--- src/rtl/core/csx_pkg.sv ---
// Package for the CAN signal extract and scale unit.
// Holds field widths, register indexes, codes and the configuration struct.
// No dependencies; every other file but csx_checker uses it by scoped names.
`timescale 1ns / 1ps

package csx_pkg;

  localparam int PAYLOAD_W   = 64;
  localparam int NBYTES_W    = 4;
  localparam int START_W     = 6;
  localparam int LEN_W       = 7;
  localparam int FACTOR_W    = 32;
  localparam int OFFSET_W    = 64;
  localparam int RAW_W       = 64;
  localparam int PHYS_W      = 64;
  localparam int PROD_W      = RAW_W + FACTOR_W;   // unsigned product magnitude
  localparam int SUM_W       = PROD_W + 3;          // signed sum with headroom
  localparam int IN_TDATA_W  = 72;
  localparam int OUT_TDATA_W = 136;
  localparam int CFG_IDX_W   = 3;
  localparam int CFG_DATA_W  = 64;

  localparam logic [CFG_IDX_W-1:0] CFG_START_BIT     = 3'd0;
  localparam logic [CFG_IDX_W-1:0] CFG_SIGNAL_LENGTH = 3'd1;
  localparam logic [CFG_IDX_W-1:0] CFG_BYTE_ORDER    = 3'd2;
  localparam logic [CFG_IDX_W-1:0] CFG_SCALE_FACTOR  = 3'd3;
  localparam logic [CFG_IDX_W-1:0] CFG_SCALE_OFFSET  = 3'd4;

  localparam logic BO_MOTOROLA = 1'b0;
  localparam logic BO_INTEL    = 1'b1;

  localparam logic [LEN_W-1:0]    MAX_LEN    = 7'd64;
  localparam logic [NBYTES_W-1:0] MAX_NBYTES = 4'd8;

  localparam logic [PHYS_W-1:0] PHYS_MAX = {1'b0, {(PHYS_W-1){1'b1}}};
  localparam logic [PHYS_W-1:0] PHYS_MIN = {1'b1, {(PHYS_W-1){1'b0}}};

  typedef struct packed {
    logic [START_W-1:0]         start_bit;
    logic [LEN_W-1:0]           signal_length;
    logic                       byte_order;
    logic signed [FACTOR_W-1:0] scale_factor;
    logic signed [OFFSET_W-1:0] scale_offset;
  } cfg_t;

endpackage

--- src/rtl/core/csx_sat.sv ---
// Stage 4: applies the sign, adds the offset and saturates to 64 bits.
// Holds the output register of the block. Depends on csx_pkg.
`timescale 1ns / 1ps

module csx_sat (
  input  logic                          clk,
  input  logic                          rst_n,
  input  csx_pkg::cfg_t                 cfg,
  input  logic                          valid_i,
  output logic                          ready_o,
  input  logic [csx_pkg::RAW_W-1:0]     raw_i,
  input  logic [csx_pkg::PROD_W-1:0]    prod_i,
  input  logic                          neg_i,
  output logic                          valid_o,
  input  logic                          ready_i,
  output logic [csx_pkg::RAW_W-1:0]     raw_o,
  output logic [csx_pkg::PHYS_W-1:0]    phys_o,
  output logic                          sat_o
);

  localparam int EXT_W = csx_pkg::SUM_W - csx_pkg::OFFSET_W;
  localparam int TOP_W = csx_pkg::SUM_W - csx_pkg::PHYS_W + 1;

  logic                          valid_r, valid_nxt;
  logic [csx_pkg::RAW_W-1:0]     raw_r;
  logic [csx_pkg::PHYS_W-1:0]    phys_r, phys_nxt;
  logic                          sat_r, sat_nxt;
  logic [csx_pkg::SUM_W-1:0]     off_ext, prod_ext, sum;
  logic [TOP_W-1:0]              top;

  assign ready_o = !valid_r || ready_i;
  assign valid_o = valid_r;
  assign raw_o   = raw_r;
  assign phys_o  = phys_r;
  assign sat_o   = sat_r;

  always_comb begin
    off_ext  = {{EXT_W{cfg.scale_offset[csx_pkg::OFFSET_W-1]}}, cfg.scale_offset};
    prod_ext = {3'b000, prod_i};
    sum      = neg_i ? (off_ext - prod_ext) : (off_ext + prod_ext);
    top      = sum[csx_pkg::SUM_W-1:csx_pkg::PHYS_W-1];
    // The sum fits when every bit from bit 63 upward agrees.
    if ((&top) || !(|top)) begin
      sat_nxt  = 1'b0;
      phys_nxt = sum[csx_pkg::PHYS_W-1:0];
    end else begin
      sat_nxt  = 1'b1;
      phys_nxt = sum[csx_pkg::SUM_W-1] ? csx_pkg::PHYS_MIN : csx_pkg::PHYS_MAX;
    end
    valid_nxt = ready_o ? valid_i : valid_r;
  end

  always_ff @(posedge clk) begin
    if (!rst_n) begin
      valid_r <= 1'b0;
    end else begin
      valid_r <= valid_nxt;
    end
  end

  always_ff @(posedge clk) begin
    if (valid_i && ready_o) begin
      raw_r  <= raw_i;
      phys_r <= phys_nxt;
      sat_r  <= sat_nxt;
    end
  end

endmodule

--- config.mk ---
export PLATFORM = sky130hd
export DESIGN_NAME = csx_sat
export DESIGN_NICKNAME = d
export VERILOG_FILES = /design/src/rtl/core/csx_pkg.sv /design/src/rtl/core/csx_sat.sv
export SDC_FILE = /design/constraint.sdc
export NUM_CORES = 1
export LEC_CHECK = 0
export BUFFER_PORTS_ARGS = -buffer_cell sky130_fd_sc_hd__buf_2
export CAP_MARGIN = 30
export CORE_ASPECT_RATIO = 1.1
export CORE_MARGIN = 2
export CORE_UTILIZATION = 55
export CTS_CLUSTER_DIAMETER = 120
export DETAILED_ROUTE_END_ITERATION = 10
export PLACE_DENSITY = 0.84
export SLEW_MARGIN = 5
export SYNTH_ARGS = -nofsm -noshare
export SYNTH_HDL_FRONTEND = slang
export SYNTH_SLANG_ARGS = --single-unit
--- constraint.sdc ---
create_clock -name clk -period 10.5 [get_ports clk]
set_clock_uncertainty 0.15 [all_clocks]
set_input_delay 0 -clock clk [delete_from_list [all_inputs] [get_ports clk]]
set_output_delay 0 -clock clk [all_outputs]
set_load 0.03 [all_outputs]
==> results of run 1 <==
## power groups by stage
| stage | clock network (mW) | registers [mW] | logic, mW |
|---|---|---|---|
| 2_1_floorplan | 0 | 0.812 | 0.725 |
| 5_1_grt | 0.618 | 0.685 | 1.41 |
| 3_5_place_dp | 0 | 0.686 | 1.24 |
| 6_report | 0.600 | 0.680 | 1.34 |
| 3_3_place_gp | 0 | 0.683 | 1.22 |
| 4_1_cts | 0.586 | 0.676 | 1.27 |
## metrics by stage
step / utilization, % / hold WS (ns) / power, mW / area [µm²] / setup WS (ns)
2_1_floorplan: - / -0.05113 / 1.538 / 14300 / 3.571
5_1_grt: 68.57 / 0.04144 / 2.714 / 17430 / 1.617
3_3_place_gp: 63.57 / 0.02672 / 1.907 / 16160 / 2.121
6_report: 68.57 / 0.02735 / 2.621 / 17430 / 2.155
3_5_place_dp: 63.58 / 0.02814 / 1.928 / 16160 / 2.022
4_1_cts: 68.55 / 0.01642 / 2.531 / 17420 / 2.456
## timing repair
| action | 4_1_cts | 5_1_grt |
|---|---|---|
| hold buffers | 67 | 0 |
| endpoints found under the hold margin | 66 | 0 |
| setup buffers | 0 | 0 |
## area by class of cell
type,instances,share of cell area [%]
Antenna cell,2,0.02872
Clock buffer,17,2.441
Clock inverter,15,0.9477
Inverter,41,0.8831
Multi-Input combinational cell,1546,56.30
Sequential cell,130,22.34
Tap cell,346,2.484
Timing Repair Buffer,436,14.57
## how the worst max path moves through the flow
stage,start,end
4_1_cts,prod_i[18],phys_o[45]$_DFFE_PP_
3_3_place_gp,prod_i[18],phys_o[8]$_DFFE_PP_
2_1_floorplan,prod_i[19],phys_o[10]$_DFFE_PP_
5_1_grt,prod_i[18],phys_o[45]$_DFFE_PP_
6_report,prod_i[18],phys_o[45]$_DFFE_PP_
3_5_place_dp,prod_i[18],phys_o[0]$_DFFE_PP_
## synth_stat cells, drive strengths merged, types with 15 or more instances
master and instances:
nand3 30, o21bai 15, nand4 94, o21ai 184, o21a 23, edfxtp 129, nor4 36, a21oi 219
clkbuf 94, xnor2 129, a31oi 20, nand2 165, inv 40, nor3 46, a211oi 16, nor2 185
xor2 54, ha 98
## critical path, cell delays in order
cell and delay [ns]:
buf_2 0.13, or4_1 0.55, or4_4 0.48, or4_4 0.57, nor4_2 0.32, and2_1 0.40, nand3_1 0.15, or4_1 0.46
nor4_2 0.25, nor2b_1 0.51, nor2_1 0.10, xnor2_1 0.16, ha_1 0.46, a21oi_1 0.33, o21a_1 0.26, o21a_1 0.33
o21ai_0 0.14, a211oi_1 0.45, nand4_1 0.36, a311oi_1 0.38, o21bai_1 0.17, xnor2_2 0.28, a31oi_4 0.21, buf_4 0.54
o21ai_1 0.24
## sequential cells by signal (all words and copies together) (netlist names)
name,flops
phys_o,64
raw_o,64
valid_o,1
sat_o,1
## layer usage
layer / vias to the layer above / wire [µm] / GRT usage (%)
li1: 7557 / - / -
met1: 7890 / 23810 / 59.74
met2: 1409 / 25330 / 62.26
met3: 198 / 8282 / 11.53
met4: 0 / 2369 / 14.92
met5: - / 0 / 0
## kinds of logic (layout without fill, tap and decap cells)
family                     count (synthesis)  count (layout)
and+or+nand+nor                          660             660
AOI/OAI and AO/OA                        596             596
xor gates and xnor gates                 183             183
buffers and inverters                    148             509
DFF                                      130             130
adders and majority gates                 99              99
muxes                                      8               8
other                                      0               2
==> flow_metrics.tcl, run 1 <==
set metrics [dict create \
    finalHoldViolCount 0 \
    grt_pass1_wl_um 89360 \
    dpl.cell_count 2432 \
    wl_per_cell_um 23.61 \
    cts.clk_slew.worst_paths_ns 0.07 \
    cts_tree "yes" \
    hold_path_end "phys_o[2]$_DFFE_PP_" \
    drc 0 \
    r2r_cells 3 \
    final.min_clock_period_ns 8.345 \
    yosys_warnings 0 \
    arrival_ns 8.32 \
    final_common_cell "buf_2" \
    power_frac_comb_pct 51.1 \
    viasPerCell 6.733 \
    outcome "finished, final reports clean" \
    power.density_mw_per_mm2 150.4 \
    synth_top_family_by_area "compound AO/OA/AOI/OAI gates" \
    synth_compound_area_share_pct 24.96 \
    fin_cells 2533 \
    fillCellCount 2080 \
    die_x_um 157.8 \
    synth_area_leader_cell "edfxtp_1" \
    cts_made_buffers 17 \
    grt-ovfl-total 0 \
    post_cts_resized 0 \
    syn_nets 2198 \
    portBuffers 359 \
    drv_slew 0 \
    yosysTopAreaCellShare_pct 27.08 \
    grt_pass1_vias 15750 \
    rows 61 \
    gp_congestion 1.067 \
    antenna_found_initial 2 \
    multi_input_area_mm2 0.009811 \
    nets 2546 \
    vias 17050 \
    critical_path_class "in2reg" \
    synthArstFlopShare_pct 0 \
    maxCapViolations 0 \
    relSlewSlack_pct 37.38 \
    ant_nets 0 \
    ys_ff_latch 130 \
    die_height_um 173.1 \
    clock_latency_ns 0.43 \
    leakage_nw 6.719 \
    htreeDepth 4 \
    synth_xor_area_share_pct 11.31 \
    required_ns 10.47 \
    hp-start "cfg[2]" \
    cp-end-kind "flip-flop" \
    io_pins 406 \
    yosys.area_share.adder_pct 8.713 \
    synthMuxAreaShare_pct 0.5686 \
    swShare_pct 46.62 \
    p_switching_mw 1.222 \
    min_path_cells 4 \
    clkSinkCount 130 \
    cts.path.max_buffers 2 \
    synth_ff_type "edfxtp_1" \
    dieArea_mm2 0.02731 \
    max_freq_mhz 119.8 \
    hold_path.class "in2reg" \
    drt_iter0_drc 2493 \
    worst_pin_slew_ns 0.9294 \
    ys_seq_area_share_pct 27.22 \
    regToRegSetupSlack_ns 7.93 \
    synthesis.area_mm2 0.01430 \
    clkPwrFrac_pct 22.9 \
    rsz0062_at_grt "false" \
    seq_area_mm2 0.003894 \
    initial_core_util_pct 56.27 \
    drive_above_1_share_pct 19.68 \
    p_int_mw 1.399 \
    yosys.area_share.simple_pct 22.97 \
    synth_enable_flop_cells 129 \
    r2r_start "valid_o$_SDFFE_PN0N_" \
    rr_endpoint "phys_o[59]$_DFFE_PP_" \
    synthCells 1824 \
    areaGrowthSynthToFinish_pct 21.84 \
    crit_path_start_kind "input pin" \
    cts_root_buf "clkbuf_16" \
    avgSynthCellArea_um2 7.841 \
    synth.area.top_cells "edfxtp_1 (27%), ha_1 (8.6%), xnor2_1 (7.8%), a21oi_1 (7.6%), nor2_1 (4.9%)" \
    grt_max_degree 89 \
    dr.pass1.iters 8 \
    hpwlAfterDp_um 46220 \
    fin_crit_sh_pct 79.48 \
    wl_um 59790 \
    power_frac_seq_pct 26.0 \
    setup_viol 0 \
    cp_max_fo 62 \
    core_mm2 0.02542 \
    synth_cell_types 85 \
    tns_ns 0 \
    layout_common_cells "buf_2 (360), a21oi_1 (218), nor2_1 (185), nand2_1 (165), edfxtp_1 (129)" \
    track_usage_pct 42.41 \
    ir_drop_mv 0.1139 \
]
Note: power is estimated with default switching activity, not from simulation.
==> run 2, diff against run 1 <==
ABC_AREA = 1   (was not set)
PLACE_DENSITY = 0.81   (was 0.84)
clock period = 8.5 ns   (was 10.5 ns; I/O delays follow)
==> run 2 against run 1 <==
  * Non-clock buffer count shrank 5
  * Critical endpoint is now phys_o[34]$_DFFE_PP_
  * Highest routed layer is now met5
  * Core utilization shrank 2.0 points
  * Via count grew 28%
  * Combinational power grew 30%
  * Count of clock-buffer cells in the layout grew 1
  * Synthesized cell count grew 71%
  * Synthesized area grew 26%
  * Sequential share of layout area shrank 4.2 points
  * Design area grew 23%
  * Global-route usage shrank 1.4 points
==> flow_metrics.tcl, run 2 <==
set metrics [dict create \
    dieArea_mm2 0.03423 \
    power_frac_comb_pct 53.0 \
    r2r_start "valid_o$_SDFFE_PN0N_" \
    drc 0 \
    htreeDepth 4 \
    grt_max_degree 87 \
    cts_tree "yes" \
    max_freq_mhz 144.0 \
    cpMaxStageDelayCell "nand3_4" \
    cp-end-kind "flip-flop" \
    post_cts_buffers 0 \
    p_switching_mw 1.563 \
    clock_latency_ns 0.42 \
    holdBufCountCts 68 \
    die_height_um 193.8 \
    power_frac_seq_pct 24.8 \
    synth.area.top_cells "nand2_1 (26%), edfxtp_1 (21%), inv_1 (13%), ha_1 (6.8%), nor2_1 (6.7%)" \
    tns_ns 0 \
    track_usage_pct 41.05 \
    ir_drop_mv 0.1383 \
    hold_path.class "in2reg" \
    crit_top_cell "nand2_1" \
    drt_iter0_drc 2532 \
    startpoint "prod_i[0]" \
    diodes 0 \
    rsz0062_at_grt "false" \
    antenna_found_initial 1 \
    die_x_um 176.6 \
    drv_slew 0 \
    holdWs_ns 0.04475 \
    nets 3919 \
    fin_crit_sh_pct 81.71 \
    post_cts_resized 0 \
    dpl.cell_count 3883 \
    final_common_cell "nand2_1" \
    synth_top_cells_by_count "nand2_1 (1230), inv_1 (619), nor2_1 (321), edfxtp_1 (129), nand3_1 (119)" \
    gp_congestion 1.073 \
    drive_above_1_share_pct 13.94 \
    yosysTopAreaCellShare_pct 25.62 \
    outcome "finished, final reports clean" \
    synthArstFlopShare_pct 0 \
    grt_pass1_vias 20260 \
    clkPwrFrac_pct 22.1 \
    yosys.cell_count.top_type "nand2_1" \
    vias 21790 \
    fillCellCount 2986 \
    cp_max_fo 63 \
    crit_family "simple AND/OR/NAND/NOR gates" \
    hp-start "cfg[0]" \
    cts_made_buffers 17 \
    arrival_ns 6.91 \
    layout_common_cells "nand2_1 (1230), inv_1 (619), buf_2 (359), nor2_1 (321), edfxtp_1 (129)" \
    avgSynthCellArea_um2 5.779 \
    swShare_pct 47.73 \
    hpwlAfterDp_um 60600 \
    relSlewSlack_pct 35.17 \
    crit_path_start_kind "input pin" \
    initial_core_util_pct 55.81 \
    setup_viol 0 \
    grt-ovfl-total 0 \
    yosys_warnings 0 \
    fin_cells 3984 \
    syn_nets 3492 \
    clkSinkCount 130 \
    viasPerCell 5.469 \
    ys_seq_area_share_pct 21.61 \
    final.min_clock_period_ns 6.945 \
    cts_root_buf "clkbuf_16" \
    io_pins 406 \
    synthesis.area_mm2 0.01802 \
    power.density_mw_per_mm2 152.4 \
    multi_input_area_mm2 0.01159 \
    synth_area_leader_cell "nand2_1" \
    seq_area_mm2 0.003894 \
    wl_per_cell_um 18.26 \
    leakage_nw 11.82 \
    required_ns 8.46 \
    synth_enable_flop_cells 129 \
    worst_pin_slew_ns 0.9714 \
    grt_pass1_wl_um 107700 \
    p_int_mw 1.712 \
    dr.pass1.iters 7 \
    areaGrowthSynthToFinish_pct 19.25 \
    cp_num_buf_inv 3 \
    synth_cell_types 49 \
    synth_ff_type "edfxtp_1" \
    portBuffers 359 \
    ant_nets 0 \
    core_mm2 0.03229 \
    slowest_delay_ns 0.54 \
    maxCapViolations 0 \
    ys_ff_latch 130 \
    finalHoldViolCount 0 \
    cts.path.max_buffers 2 \
    cts.clk_slew.worst_paths_ns 0.07 \
    total_power_mw 3.275 \
    wl_um 72740 \
    synthCells 3118 \
    critical_path_class "in2reg" \
    rows 69 \
]
run 2: final timing paths:
path	cells after the start	slack, ns	to
worst max-delay path	38	1.55	phys_o[34]$_DFFE_PP_
worst min-delay path	6	0.04	phys_o[0]$_DFFE_PP_
worst max register to register	4	6.33	phys_o[19]$_DFFE_PP_
worst min register to register	2	0.85	sat_o$_DFFE_PP_
run 2: final cells by class:
type	instances	share of cell area (%)
clock buffers	18	1.997
clock inverters	14	0.6754
inverters	632	11.04
multi-input cells	2333	53.92
flip-flops and latches	130	18.12
well taps	426	2.480
repair buffers	431	11.76
run 2: per-layer routing:
| metal | wire length (µm) | up-vias | global-route usage (%) |
|---|---|---|---|
| met5 | 13 | - | 0 |
| met4 | 3519 | 2 | 18.12 |
| met3 | 8987 | 196 | 7.882 |
| met2 | 31930 | 1462 | 65.81 |
| met1 | 28280 | 9716 | 53.55 |
| li1 | - | 10410 | - |
run 2: cells by family after synthesis:
family | synth area share [%]
and+or+nand+nor | 44.22
DFF | 21.61
AOI/OAI and AO/OA | 5.485
buffers and inverters | 14.15
xor gates and xnor gates | 7.624
adders and majority gates | 6.916
run 2: stage by stage:
stage | area [µm²] | util [%] | worst slack (ns)
6_report | 21490 | 66.55 | 1.555
5_1_grt | 21490 | 66.55 | 1.092
4_1_cts | 21460 | 66.47 | 1.810
3_5_place_dp | 20210 | 62.58 | 1.924
3_3_place_gp | 20210 | 62.58 | 2.198
2_1_floorplan | 18020 | - | 0.9963
run 2: worst register-to-register path, cell delays in order, from the launching register on:
cell,delay (ns)
dfxtp_1,0.34
a21oi_4,0.15
buf_4,0.48
buf_4,0.33
buf_16,0.34
run 2: power groups by stage:
stage | combinational (mW) | sequential (mW) | clock [mW]
2_1_floorplan | 0.967 | 0.948 | 0
3_3_place_gp | 1.60 | 0.817 | 0
4_1_cts | 1.66 | 0.810 | 0.706
6_report | 1.74 | 0.813 | 0.725
3_5_place_dp | 1.63 | 0.821 | 0
5_1_grt | 1.86 | 0.816 | 0.745
